--- config.mk ---
export PLATFORM = sky130hd
export DESIGN_NAME = cifa_mul
export DESIGN_NICKNAME = d
export VERILOG_FILES = /design/src/design/cifa_pkg.sv /design/src/design/cifa_mul.sv
export SDC_FILE = /design/constraint.sdc
export NUM_CORES = 2
export LEC_CHECK = 0
export ABC_CLOCK_PERIOD_IN_PS = 26600
export BUFFER_PORTS_ARGS = -buffer_cell sky130_fd_sc_hd__buf_2
export CORE_ASPECT_RATIO = 0.5
export CORE_MARGIN = 10
export CORE_UTILIZATION = 60
export DETAILED_ROUTE_END_ITERATION = 10
export GPL_TIMING_DRIVEN = 1
export PLACE_DENSITY = 0.86
export SYNTH_ARGS = -nofsm -noshare
export SYNTH_HDL_FRONTEND = slang
export SYNTH_SLANG_ARGS = --single-unit
--- constraint.sdc ---
create_clock -name clk -period 26.6 [get_ports clk]
set_input_delay 5.32 -clock clk [delete_from_list [all_inputs] [get_ports clk]]
set_output_delay 5.32 -clock clk [all_outputs]
set_load 0.02 [all_outputs]
--- src/design/cifa_pkg.sv ---
// ----------------------------------------------------------------------------
// cifa_pkg: shared types and constants
// Fixed-point constants and the request type used between the sequencer
// and the shared multiply and divide units.
// ----------------------------------------------------------------------------
`default_nettype none

package cifa_pkg;

  localparam logic [63:0] ONE_Q32   = 64'h0000_0001_0000_0000;
  localparam logic [63:0] MAX_U64   = 64'hFFFF_FFFF_FFFF_FFFF;
  localparam logic [63:0] MAX_S64   = 64'h7FFF_FFFF_FFFF_FFFF;
  localparam logic [63:0] MIN_S64   = 64'h8000_0000_0000_0000;

  // Configuration register indexes
  localparam logic [1:0] REG_MAX_VELOCITY = 2'd0;
  localparam logic [1:0] REG_MICHAELIS    = 2'd1;
  localparam logic [1:0] REG_INHIBITION   = 2'd2;

  // Operation request to a shared unit
  typedef struct packed {
    logic        start;
    logic [63:0] a;
    logic [63:0] b;
  } op_req_t;

endpackage

`default_nettype wire

--- src/design/cifa_mul.sv ---
// ----------------------------------------------------------------------------
// cifa_mul: iterative 64x64 multiplier
// Full 128-bit product built from four 32x32 partial products, one a cycle.
// ----------------------------------------------------------------------------
`default_nettype none

module cifa_mul (
  input  wire logic            clk,
  input  wire logic            rst,
  input  wire cifa_pkg::op_req_t req,
  output logic                 done,
  output logic [127:0]         prod
);

  logic [63:0]  a;
  logic [63:0]  b;
  logic [1:0]   step;
  logic         busy;
  logic [31:0]  a_part;
  logic [31:0]  b_part;
  logic [63:0]  pp;
  logic [127:0] pp_shifted;

  // Select the partial product of this step and align it
  always_comb begin
    a_part = step[1] ? a[63:32] : a[31:0];
    b_part = step[0] ? b[63:32] : b[31:0];
    pp     = 64'(a_part) * 64'(b_part);
    case ({1'b0, step[1]} + {1'b0, step[0]})
      2'd0:    pp_shifted = {64'b0, pp};
      2'd1:    pp_shifted = {32'b0, pp, 32'b0};
      2'd2:    pp_shifted = {pp, 64'b0};
      default: pp_shifted = 128'b0;
    endcase
  end

  // Accumulate partial products
  always_ff @(posedge clk) begin
    if (rst) begin
      busy <= 1'b0;
      done <= 1'b0;
      step <= 2'd0;
    end else begin
      done <= !req.start && busy && (step == 2'd3);
      if (req.start) begin
        a    <= req.a;
        b    <= req.b;
        prod <= 128'b0;
        step <= 2'd0;
        busy <= 1'b1;
      end else if (busy) begin
        prod <= prod + pp_shifted;
        step <= step + 2'd1;
        if (step == 2'd3) begin
          busy <= 1'b0;
        end
      end
    end
  end

endmodule

`default_nettype wire

==> qor.csv <==
stage,metric,value,unit
run_status,status,"complete, no violations",
setup_path,r2r-end,prod[122],
route,dr_total_vias,42900,
synth,yosys_warnings,0,
global_routing,grt_max_degree,76,
setup_path,cp_max_fo,37,
cts,clk_pin_slew,0.06,ns
synth,avgSynthCellArea,9.01,µm²
cts,cts_max_path_buffers,3,
setup_path,cp-endpoint,prod[122],
synth,synth_area_leaders,"fa_1, edfxtp_1, ha_1, inv_1, nor2_1",
final_layout,area_delta_synth_final,6.76,%
synth,synth_ff_type,edfxtp_1,
cts,cts_hold_buf,0,
final_layout,postLayoutCoreUtil,64.4,%
global_routing,grt_pass1_vias,44600,
place,dp_hpwl,145000,µm
floorplan,ios,260,
cts,cts_buffers,30,
setup_path,required,26.98,ns
setup_path,r2r_start,step[1],
synth,synth_fp_nets,7013,
sta,clock_skew,0.0296,ns
synth,netlist.area_leader.share,35.6,%
sta,hold_violations,0,
synth,ys_types,86,
setup_path,critical_path.max_stage_delay,1.11,ns
route,routed_wl,180000,µm
cts,cts_tree,yes,
setup_path,rr_worst_depth,37,
setup_path,endpoint_kind,register,
global_routing,antenna_found_initial,8,
setup_path,worst-r2r-setup-slack,12.71,ns
synth,synth-edff-count,256,
floorplan,die_x,430,µm
floorplan,fp.coreArea,0.0835,mm²
setup_path,startpoint,step[1],
sta,fmax,72.0,MHz
synth,syn_inst,5593,
synth,synth_common_cells,"fa_1, inv_1, nor2_1, nand2_1, ha_1",
route,dr.pass1.iters,8,
sta,fin_tns_setup,0,ns
setup_path,path_class,reg -> reg,
cts,cts.htree.levels,1,
cts,post_cts_resized,0,
global_routing,grt_first_pass_wirelength,272000,µm
sta,period_needed,13.89,ns
final_layout,nNetsFinal,7088,
sta,finalCritPeriodShare,52.2,%
final_layout,layout-drive-gt1-share,8.91,%
route,ant_nets,0,
place,gp_congestion,1.09,
route,drt-wirelength-per-cell,26.5,µm
floorplan,die_y,225,µm
sta,grt_setup_unrepaired,false,
setup_path,critPathSlowestCell,mux2i_4,
route,dr.first_iter.drc_count,5034,
place,portBuffers,259,
min_path,hp-class,reg -> reg,
global_routing,overflow,0,
sta,worst_pin_slew,1.24,ns
run,cap_viol_max_count,0,
synth,syn_area,0.0504,mm²
setup_path,critPathLaunchType,register,
sta,drv_slew,0,
synth,yosysMostFrequentCell,fa_1,
setup_path,cpMostUsedCell,fa_1,
synth,seq_area_frac_synth,15.4,%
cts,post-cts-setup-buffer-count,0,
floorplan,rows,75,
floorplan,start_util,60.3,%
floorplan,die-area,0.0967,mm²
route,drcViolationCount,0,
sta,slew_headroom,15.7,%
cts,cts_num_sinks,260,
synth,synth-seq-cells,260,
synth,async_reset_ff_share,0,%
global_routing,grt_usage,37.0,%
route,viasPerCell,6.29,
synth,yosys.area.top_type,fa_1,
cts,root_buffer,clkbuf_16,
cts,clk_latency,0.64,ns
setup_path,cp_data_arrival_time,14.27,ns
sta,finalSetupViolations,0,
[kinds of logic after synthesis]
| kind of cell | Yosys count | share of synthesized area [%] |
|---|---|---|
| compound gates | 789 | 10.0 |
| buf+inv | 1180 | 8.82 |
| flops | 260 | 15.4 |
| mux | 131 | 2.77 |
| simple gates | 1765 | 14.5 |
| fa+ha+maj | 1289 | 45.4 |
| xor+xnor | 179 | 3.11 |
[layout by cell type, fill, tap and decap left out, types with 25 or more instances in the layout]
master,count
fa_1,897
inv_1,893
nor2_1,875
nand2_1,604
ha_1,392
buf_2,258
edfxtp_1,256
a21oi_1,244
a21o_1,130
o21ai_0,111
xnor2_1,107
nand4_1,81
xor2_1,72
buf_4,71
o22ai_1,55
mux2_2,54
o21bai_1,50
nor3_1,37
nor2b_1,31
mux2i_1,30
nand3_1,30
clkbuf_16,30
a31oi_1,27
o21ai_1,25
[layout make-up]
type                            count  area (µm²)
Clock inverter                     25         228
Antenna cell                        4        10.0
Inverter                          894        3360
Sequential cell                   260        7770
Multi-Input combinational cell   4153       38500
Clock buffer                       31         754
Tap cell                         1116        1400
Fill cell                        6790       29700
Timing Repair Buffer              329        1820
[flip-flops by register name, indices dropped and copies added, names as in the netlist]
signal  count
a          64
b          64
busy        1
done        1
prod      128
step        2
[per-stage QoR]
stage	hold slack (ns)	setup slack (ns)	instance area, µm²	std cells
CTS	0.521	12.94	53800	6808
floorplan	0.465	14.41	50400	5593
global route	0.544	12.29	53800	6809
global placement	0.487	12.97	52800	6752
finish	0.526	12.71	53800	6812
detailed placement	0.510	13.07	52800	6752
[worst min path at each step]
| stage | start | slack, ns | endpoint | depth (start not counted) |
|---|---|---|---|---|
| 6_report | busy | 0.53 | done | 2 |
| 5_1_grt | busy | 0.54 | done | 2 |
| 4_1_cts | busy | 0.52 | done | 2 |
| 3_5_place_dp | busy | 0.51 | done | 2 |
| 3_3_place_gp | busy | 0.49 | done | 2 |
| 2_1_floorplan | busy | 0.46 | done | 2 |
[routing by layer]
metal	GRT usage, %	share of wire (%)	up-vias
met5	0	0.024	-
met2	56.3	43	2851
li1	-	-	18000
met1	46.8	37	21300
met3	13.5	14	683
met4	17.8	6.1	6
[critical path: cells and delay by family (launching register included)]
family | cells | cell delay [ns]
buffers and inverters | 3 | 0.80
multiplexers | 1 | 1.11
XOR/XNOR | 2 | 0.60
flip-flops | 1 | 0.77
AO/OA/AOI/OAI | 16 | 4.57
AND/OR/NAND/NOR | 5 | 0.64
adder cells (fa/ha/maj) | 10 | 5.07
Power is not shown: default switching activity piles up to over one toggle a cycle in this logic, so the estimate is an artifact.
