File: src/design/cifa_pkg.sv
// ----------------------------------------------------------------------------
// cifa_pkg: shared types and constants
// Fixed-point constants and the request type used between the sequencer
// and the shared multiply and divide units.
// ----------------------------------------------------------------------------
`default_nettype none

package cifa_pkg;

  localparam logic [63:0] ONE_Q32   = 64'h0000_0001_0000_0000;
  localparam logic [63:0] MAX_U64   = 64'hFFFF_FFFF_FFFF_FFFF;
  localparam logic [63:0] MAX_S64   = 64'h7FFF_FFFF_FFFF_FFFF;
  localparam logic [63:0] MIN_S64   = 64'h8000_0000_0000_0000;

  // Configuration register indexes
  localparam logic [1:0] REG_MAX_VELOCITY = 2'd0;
  localparam logic [1:0] REG_MICHAELIS    = 2'd1;
  localparam logic [1:0] REG_INHIBITION   = 2'd2;

  // Operation request to a shared unit
  typedef struct packed {
    logic        start;
    logic [63:0] a;
    logic [63:0] b;
  } op_req_t;

endpackage

`default_nettype wire

File: src/design/cifa_div.sv
// ----------------------------------------------------------------------------
// cifa_div: radix-2 fixed-point divider
// Computes floor(a * 2^32 / b) one quotient bit a cycle, saturating.
// ----------------------------------------------------------------------------
`default_nettype none

module cifa_div (
  input  wire logic            clk,
  input  wire logic            rst,
  input  wire cifa_pkg::op_req_t req,
  output logic                 done,
  output logic [63:0]          quot,
  output logic                 sat
);

  logic [63:0] rem;
  logic [63:0] num;
  logic [63:0] b;
  logic [5:0]  cnt;
  logic        busy;
  logic [63:0] rem_sh;
  logic        take;
  logic        quick;

  // One restoring step
  always_comb begin
    rem_sh = {rem[62:0], num[63]};
    take   = rem[63] || (rem_sh >= b);
  end

  // Quotient does not fit when the divisor is zero or too small
  assign quick = (req.b == 64'b0) || ({32'b0, req.a[63:32]} >= req.b);

  always_ff @(posedge clk) begin
    if (rst) begin
      busy <= 1'b0;
      done <= 1'b0;
      cnt  <= 6'd0;
    end else begin
      done <= req.start ? quick : (busy && (cnt == 6'd0));
      if (req.start) begin
        sat <= quick;
        if (quick) begin
          // Saturate at once
          quot <= cifa_pkg::MAX_U64;
        end else begin
          rem  <= {32'b0, req.a[63:32]};
          num  <= {req.a[31:0], 32'b0};
          b    <= req.b;
          quot <= 64'b0;
          cnt  <= 6'd63;
          busy <= 1'b1;
        end
      end else if (busy) begin
        num  <= {num[62:0], 1'b0};
        rem  <= take ? rem_sh - b : rem_sh;
        quot <= {quot[62:0], take};
        cnt  <= cnt - 6'd1;
        if (cnt == 6'd0) begin
          busy <= 1'b0;
        end
      end
    end
  end

endmodule

`default_nettype wire

File: config.mk
export PLATFORM = sky130hd
export DESIGN_NAME = cifa_div
export DESIGN_NICKNAME = d
export VERILOG_FILES = /design/src/design/cifa_pkg.sv /design/src/design/cifa_div.sv
export SDC_FILE = /design/constraint.sdc
export NUM_CORES = 1
export LEC_CHECK = 0
export BUFFER_PORTS_ARGS = -buffer_cell sky130_fd_sc_hd__clkbuf_2
export CAP_MARGIN = 20
export CORE_MARGIN = 2
export CORE_UTILIZATION = 53
export DETAILED_ROUTE_END_ITERATION = 8
export GPL_TIMING_DRIVEN = 0
export PLACE_DENSITY_LB_ADDON = 0.25
export SLEW_MARGIN = 15
export SYNTH_ARGS = -nofsm -noshare
export SYNTH_HDL_FRONTEND = slang
export SYNTH_SLANG_ARGS = --single-unit
File: constraint.sdc
create_clock -name clk -period 9.11 [get_ports clk]
set_input_delay 0.911 -clock clk [delete_from_list [all_inputs] [get_ports clk]]
set_output_delay 0.911 -clock clk [all_outputs]
set_load 0.01 [all_outputs]
==> out/results.ini, run 1 <==
[final_layout]
areaGrowthSynthToFinish_pct = 17.29
final_core_area_utilization_pct = 62.79
design_area_final_sq_um = 16780
finalNonFillerCells = 1977
diodes = 0
fillCellCount = 2243
drive_gt1_share_pct = 20.78
fin_nets = 1847

[timing]
max_freq_mhz = 211.0
finalSetupTns_ns = 0
worstMarginPinSlew_ns = 0.8942
worst_slack_ns = 4.371
period_minus_slack_ns = 4.739
slew_headroom_pct = 40.06
final-max-slew-violation-count = 0
setup_failing_eps_final = 0
final_hold_viol_count = 0
grt_setup_unrepaired = false
maximum_clock_skew_at_final_layout_ns = 0.01855
worst_hold_margin_ns = 0.4893
min_period_over_period_pct = 52.02

[synthesis]
top_cell_type_by_total_area_after_synthesis = sky130_fd_sc_hd__edfxtp_1
post_synth_main_area_contributors = sky130_fd_sc_hd__edfxtp_1 (47%), sky130_fd_sc_hd__ha_1 (8.6%), sky130_fd_sc_hd__a21o_1 (5.0%), sky130_fd_sc_hd__a21oi_1 (4.1%), sky130_fd_sc_hd__mux2_2 (3.9%)
synth-seq-cells = 233
yosysWarningCount = 0
post_synth_num_cell_types = 74
synth.avg_cell_area_sq_um = 10.37
synth_top_area_share_pct = 47.22
synth.yosys.seq_area_share_pct = 48.34
synth_nets = 1610
syn-instance-count = 1380
syn-cell-area_sq_um = 14310
synthArstFlopShare_pct = 0
synth_edf_count = 225
ys_dominant_reg_cell = sky130_fd_sc_hd__edfxtp_1

[placement]
dpl_worst_slack_ns = 3.822
gp_congestion = 0.9402
portBuffers = 195
hpwl_um = 28040
placement.cell_area_sq_um = 15930
placed_cells_incl_taps = 1930

[critical_path]
end_kind = flip-flop
critPathMaxStageDelay_ns = 0.71
cp_data_required_time_ns = 9.38
maximum_fanout_along_the_worst_path = 18
crit_type = in -> reg
cp-start-kind = input port
worst_path_max_delay_cell = sky130_fd_sc_hd__nor3_4
critical_path.cell_chain = clkbuf_2 -> inv_1 -> ha_1 -> nand2b_1 -> a21o_1 -> a21o_1 -> a21oi_1 -> o211ai_1 -> a311oi_1 -> a21oi_1 -> nand2_1 -> inv_2 -> buf_1 -> nor3_4 -> buf_8 -> buf_16 -> buf_16
crit_arrival_ns = 5.00

[cts]
cts_inserted_buffers = 26
cts_root_buf = sky130_fd_sc_hd__clkbuf_16
max-clock-path-buffers = 3
cts_post_setup_buffers_inserted = 0
htree_num_levels = 1
cts_repair_resize_count = 0
clkSinkCount = 233
clk_pin_slew_worst_paths_ns = 0.06
clock_insertion_delay_worst_skew_ns = 0.56
cts_tree = done
cts_hold_buf = 0

[global_route]
overflow = 0
grtUsageTotal_pct = 25.64
antenna_violations_before_repair = 3
first_global_vias = 11250
grt_start_max_net_pins = 32
grt_first_pass_wirelength_um = 58140

[floorplanning]
die_footprint_sq_um = 28320
floorplan.die.width_um = 168.3
row_count = 60
initial_core_util_pct = 53.53
pin_count = 197
die_height_um = 168.3
core_area_sq_um = 26730

[drt]
routed_wl_um = 36670
vias_per_cell = 5.863
dr_total_vias = 11590
post-route-drc-count = 0
firstDrtPassIters = 7
wl_per_cell_um = 18.55
detail-route-antenna-nets = 0
drtIter0Drc = 962

[run]
max_cap_violations = 0

[power_and_ir_drop]
vdd.ir_drop.worst_mv = 0.1583
total_power_mw = 3.236
p_leak_nw = 7.490
pwr_density_cell_nw_per_um2 = 192.8

[min_path]
hold_path.class = reg -> reg

[status]
run_status = completed

## placed cells by master (no fill, tap or decap), types with 9 or more instances in the layout
| cell | synthesis | routed |
|---|---|---|
| sky130_fd_sc_hd__a21o_1 | 96 | 96 |
| sky130_fd_sc_hd__a21oi_1 | 117 | 117 |
| sky130_fd_sc_hd__a31oi_1 | 12 | 12 |
| sky130_fd_sc_hd__and3_1 | 9 | 9 |
| sky130_fd_sc_hd__buf_1 | 10 | 10 |
| sky130_fd_sc_hd__buf_2 | 17 | 17 |
| sky130_fd_sc_hd__clkbuf_1 | 33 | 35 |
| sky130_fd_sc_hd__clkbuf_16 | 0 | 26 |
| sky130_fd_sc_hd__clkbuf_2 | 0 | 195 |
| sky130_fd_sc_hd__edfxtp_1 | 225 | 225 |
| sky130_fd_sc_hd__ha_1 | 98 | 98 |
| sky130_fd_sc_hd__inv_1 | 119 | 119 |
| sky130_fd_sc_hd__mux2_2 | 49 | 49 |
| sky130_fd_sc_hd__mux2i_1 | 10 | 10 |
| sky130_fd_sc_hd__nand2_1 | 106 | 106 |
| sky130_fd_sc_hd__nand3_1 | 24 | 24 |
| sky130_fd_sc_hd__nand4_1 | 35 | 35 |
| sky130_fd_sc_hd__nor2_1 | 87 | 86 |
| sky130_fd_sc_hd__nor3_1 | 27 | 25 |
| sky130_fd_sc_hd__nor4_1 | 19 | 19 |
| sky130_fd_sc_hd__o211ai_1 | 12 | 12 |
| sky130_fd_sc_hd__o21a_1 | 13 | 13 |
| sky130_fd_sc_hd__o21ai_0 | 49 | 49 |
| sky130_fd_sc_hd__o21ai_1 | 29 | 29 |
| sky130_fd_sc_hd__o21bai_1 | 17 | 17 |
| sky130_fd_sc_hd__xnor2_1 | 36 | 36 |
| sky130_fd_sc_hd__xor2_1 | 17 | 17 |
## cell families after synthesis
logic type	count (synthesis)	share of synthesized area (%)
AO/OA/AOI/OAI	405	18.57
AND/OR/NAND/NOR	347	11.54
flip-flops	233	48.34
buffers and inverters	184	5.028
adder cells (fa/ha/maj)	99	8.710
multiplexers	59	4.556
XOR/XNOR	53	3.244
## sequential cells by signal, summed over array words and instances, names as in the netlist
register and count:
b 64, busy 1, cnt 6, done 1, num 32, quot 64, rem 64, sat 1
## area by class of cell
cell class | instances | area, sq um | area share [%]
Inverter | 122 | 457.9 | 2.729
Sequential cell | 233 | 6917 | 41.22
Clock inverter | 19 | 192.7 | 1.148
Buffer | 62 | 261.5 | 1.558
Multi-Input combinational cell | 963 | 6695 | 39.90
Clock buffer | 28 | 658.1 | 3.922
Timing Repair Buffer | 209 | 1172 | 6.986
Tap cell | 341 | 426.7 | 2.542
## cells in the mapped netlist (4+ instances only)
cell type	n
sky130_fd_sc_hd__a21o_1	96
sky130_fd_sc_hd__buf_1	10
sky130_fd_sc_hd__a311oi_1	4
sky130_fd_sc_hd__mux2i_1	10
sky130_fd_sc_hd__o21ai_0	49
sky130_fd_sc_hd__buf_2	17
sky130_fd_sc_hd__o22ai_1	6
sky130_fd_sc_hd__and3_1	9
sky130_fd_sc_hd__nor4_1	19
sky130_fd_sc_hd__nand4_1	35
sky130_fd_sc_hd__nor2b_1	8
sky130_fd_sc_hd__o211ai_1	12
sky130_fd_sc_hd__mux2_2	49
sky130_fd_sc_hd__and2_1	8
sky130_fd_sc_hd__nor3_1	27
sky130_fd_sc_hd__o21ai_1	29
sky130_fd_sc_hd__nor2_1	87
sky130_fd_sc_hd__nand2_1	106
sky130_fd_sc_hd__xnor2_1	36
sky130_fd_sc_hd__o31ai_1	6
sky130_fd_sc_hd__xor2_1	17
sky130_fd_sc_hd__dfxtp_1	8
sky130_fd_sc_hd__a21oi_1	117
sky130_fd_sc_hd__a211oi_1	8
sky130_fd_sc_hd__o21a_1	13
sky130_fd_sc_hd__ha_1	98
sky130_fd_sc_hd__inv_1	119
sky130_fd_sc_hd__a31oi_1	12
sky130_fd_sc_hd__o21bai_1	17
sky130_fd_sc_hd__clkbuf_1	33
sky130_fd_sc_hd__a211o_1	4
sky130_fd_sc_hd__nand3_1	24
sky130_fd_sc_hd__edfxtp_1	225
sky130_fd_sc_hd__nand2b_1	7
## critical path: cells and delay by family
| kind | cells | cell delay [ns] |
|---|---|---|
| simple gates | 3 | 1.15 |
| compound gates | 6 | 1.47 |
| buf+inv | 7 | 1.19 |
| fa+ha+maj | 1 | 0.26 |
## final timing paths
kind         cells after the start                 from  slack (ns)                  end
min reg2reg                      1  cnt[5]$_SDFFE_PP0P_        0.49  cnt[5]$_SDFFE_PP0P_
max                             17              req[96]        4.37    num[60]$_DFFE_PP_
max reg2reg                     15    num[63]$_DFFE_PP_        5.15    rem[26]$_DFFE_PP_
min                              1  cnt[5]$_SDFFE_PP0P_        0.49  cnt[5]$_SDFFE_PP0P_
## per-layer routing
metal	vias up	global-route usage (%)	wire (um)
li1	5582	-	-
met1	5519	33.58	15720
met2	406	42.83	17270
met3	82	4.960	2429
met4	2	8.846	1243
met5	-	0	16
## power by group
group | internal, mW | switching (mW) | leakage (nW)
combinational | 0.346 | 0.516 | 4.85
sequential | 1.29 | 0.0384 | 2.23
clock | 0.608 | 0.441 | 0.414
Power figures use the tool's default switching activity.
==> run 2: changes to the inputs <==
- clock period: 9.11 -> 4.12 ns (I/O delays scaled with it)
==> run 2 against run 1 <==
  * Combinational power rose by 130%
  * Flip-flop and latch count stayed put
  * Cell count decreased by 0.25%
  * Non-clock buffer count fell by 3
  * Via count up 0.43%
  * Design area about the same
  * Worst hold slack worse by 0.42 ns
  * Count of clock-buffer cells in the layout is 9 higher
  * Sequential share of layout area is essentially flat
  * Sequential power is 120% higher
  * Die area is the same
  * Largest cell class unchanged
  * Largest power group unchanged
==> out/results.ini, run 2 (synthesized netlist as in run 1, its figures left out) <==
[global_route]
grtUsageTotal_pct = 26.11  ; +0.47 points
antenna_violations_before_repair = 0  ; -3
grt_first_pass_wirelength_um = 58730  ; +1.0%
first_global_vias = 11330  ; +0.68%
grt_start_max_net_pins = 28  ; -13%
overflow = 0  ; unchanged

[critical_path]
crit_type = reg -> reg
critical_path.cell_chain = inv_1 -> ha_1 -> inv_1 -> fa_1 -> nand3_1 -> a21oi_1 -> nor3_2 -> o21bai_1 -> a211o_1 -> a31o_2 -> a21oi_4 -> buf_4 -> clkbuf_4 -> nor2_1 -> a21oi_1 -> nor2_1
worst_path_max_delay_cell = sky130_fd_sc_hd__edfxtp_1
cp-start-kind = flip-flop
end_kind = flip-flop
crit_arrival_ns = 4.12  ; -0.88 ns
critPathMaxStageDelay_ns = 0.42  ; -0.29 ns
maximum_fanout_along_the_worst_path = 10  ; -8
cp_data_required_time_ns = 4.37  ; -5.01 ns

[cts]
cts_hold_buf = 0  ; unchanged
cts_tree = done
htree_num_levels = 1  ; unchanged
clock_insertion_delay_worst_skew_ns = 0.54  ; -0.02 ns
clkSinkCount = 233  ; unchanged
clk_pin_slew_worst_paths_ns = 0.06  ; about the same
cts_inserted_buffers = 25  ; -3.8%
max-clock-path-buffers = 3  ; unchanged
cts_root_buf = sky130_fd_sc_hd__clkbuf_16

[final_layout]
areaGrowthSynthToFinish_pct = 17.30  ; about the same
diodes = 0  ; unchanged
drive_gt1_share_pct = 20.72  ; -0.059 points
commonest_cells_after_routing_fill_and_taps_aside = sky130_fd_sc_hd__edfxtp_1 (225), sky130_fd_sc_hd__clkbuf_2 (195), sky130_fd_sc_hd__inv_1 (117)
reg.largest.list = b (64), quot (64), rem (64)
final_common_cell = sky130_fd_sc_hd__edfxtp_1
fin_nets = 1843  ; -0.22%

[drt]
firstDrtPassIters = 6  ; -1
dr_total_vias = 11640  ; +0.43%
vias_per_cell = 5.903  ; +0.69%
post-route-drc-count = 0  ; unchanged
detail-route-antenna-nets = 0  ; unchanged
routed_wl_um = 37780  ; +3.0%
wl_per_cell_um = 19.16  ; +3.3%
drtIter0Drc = 1070  ; +11%

[floorplanning]
core_area_sq_um = 26730  ; unchanged
floorplan.die.width_um = 168.3  ; unchanged
die_footprint_sq_um = 28320  ; unchanged
row_count = 60  ; unchanged
pin_count = 197  ; unchanged
initial_core_util_pct = 53.53  ; unchanged
die_height_um = 168.3  ; unchanged

[power_and_ir_drop]
pwr_density_cell_nw_per_um2 = 416.9  ; +120%
vdd.ir_drop.worst_mv = 0.3367  ; +110%
p_comb_share_pct = 27.8  ; +1.2 points
p_leak_nw = 7.460  ; -0.41%
seq_power_share_pct = 41.9  ; +0.9 points
switchingPower_mw = 2.161  ; +120%
total_power_mw = 6.996  ; +120%
internal_power_mw = 4.836  ; +120%
switching_share_pct = 30.88  ; +0.12 points
power_frac_clock_pct = 30.4  ; -2.0 points

[timing]
max_freq_mhz = 258.5
min_period_over_period_pct = 93.90
final_hold_viol_count = 0  ; unchanged
final-max-slew-violation-count = 0  ; unchanged
slew_headroom_pct = 40.72  ; +0.66 points
setup_failing_eps_final = 0  ; unchanged
maximum_clock_skew_at_final_layout_ns = 0.01900  ; +0.0004530 ns
finalSetupTns_ns = 0  ; unchanged
grt_setup_unrepaired = false
worstMarginPinSlew_ns = 0.8892  ; -0.005046 ns
period_minus_slack_ns = 3.869

[run]
max_cap_violations = 0  ; unchanged

[placement]
portBuffers = 195  ; unchanged
gp_congestion = 0.9634  ; +2.5%
hpwl_um = 28830  ; +2.8%

[min_path]
hold_path.class = in -> reg

[status]
run_status = completed

run 2: critical path: cells and delay by family, from the launching register on:
family	cells	cell delay, ns
adders and majority gates	2	0.57
AOI/OAI and AO/OA	6	1.41
DFF	1	0.42
buffers and inverters	4	0.66
and+or+nand+nor	4	0.51
run 2: area by class of cell:
type	count	area, sq um
buffer	61	272.8
clock buffer	37	690.7
clock inverter	8	63.81
fill	2253	9943
inverter	122	473.0
multi-input combinational	963	6740
sequential	233	6917
tap	341	426.7
timing repair buffer	207	1199
run 2: repair_timing:
action / in CTS / in global routing
resized for setup: 0 / 4
setup endpoints to repair: 0 / 19
setup buffers: 0 / 0
run 2: through the flow:
step | setup slack [ns] | cells | area [sq um] | utilization [%] | hold WS, ns
after floorplan | -0.5950 | 1380 | 14390 | - | 0.4493
after global placement | -2.637 | 1916 | 15790 | 59.07 | 0.4654
after detailed placement | -0.2250 | 1928 | 16020 | 59.96 | 0.4777
after CTS | 0.1269 | 1973 | 16780 | 62.78 | 0.05281
after global routing | 0.01339 | 1972 | 16780 | 62.79 | 0.06105
final | 0.2513 | 1972 | 16780 | 62.79 | 0.07147
run 2: layer usage:
metal / wire length, um / share of wire, % / track usage, %
met5: 0 / 0 / 0
met3: 2132 / 5.6 / 3.385
met2: 17940 / 47 / 44.05
met1: 16390 / 43 / 34.81
met4: 1315 / 3.5 / 9.220
run 2: power by group through the flow:
stage	registers [mW]	clock network, mW	logic [mW]
floorplan	2.98	0	1.34
global placement	2.98	0	1.83
detailed placement	2.97	0	1.90
CTS	2.93	2.17	1.91
global route	2.95	2.25	2.13
finish	2.93	2.13	1.94
run 2: final timing paths:
check	start	to	slack, ns	depth (start not counted)
hold reg to reg	cnt[5]$_SDFFE_PP0P_	cnt[5]$_SDFFE_PP0P_	0.49	1
hold / removal	req[54]	b[54]$_DFFE_PP_	0.07	1
setup / recovery	num[63]$_DFFE_PP_	rem[34]$_SDFFCE_PP0P_	0.25	16
setup reg to reg	num[63]$_DFFE_PP_	rem[34]$_SDFFCE_PP0P_	0.25	16
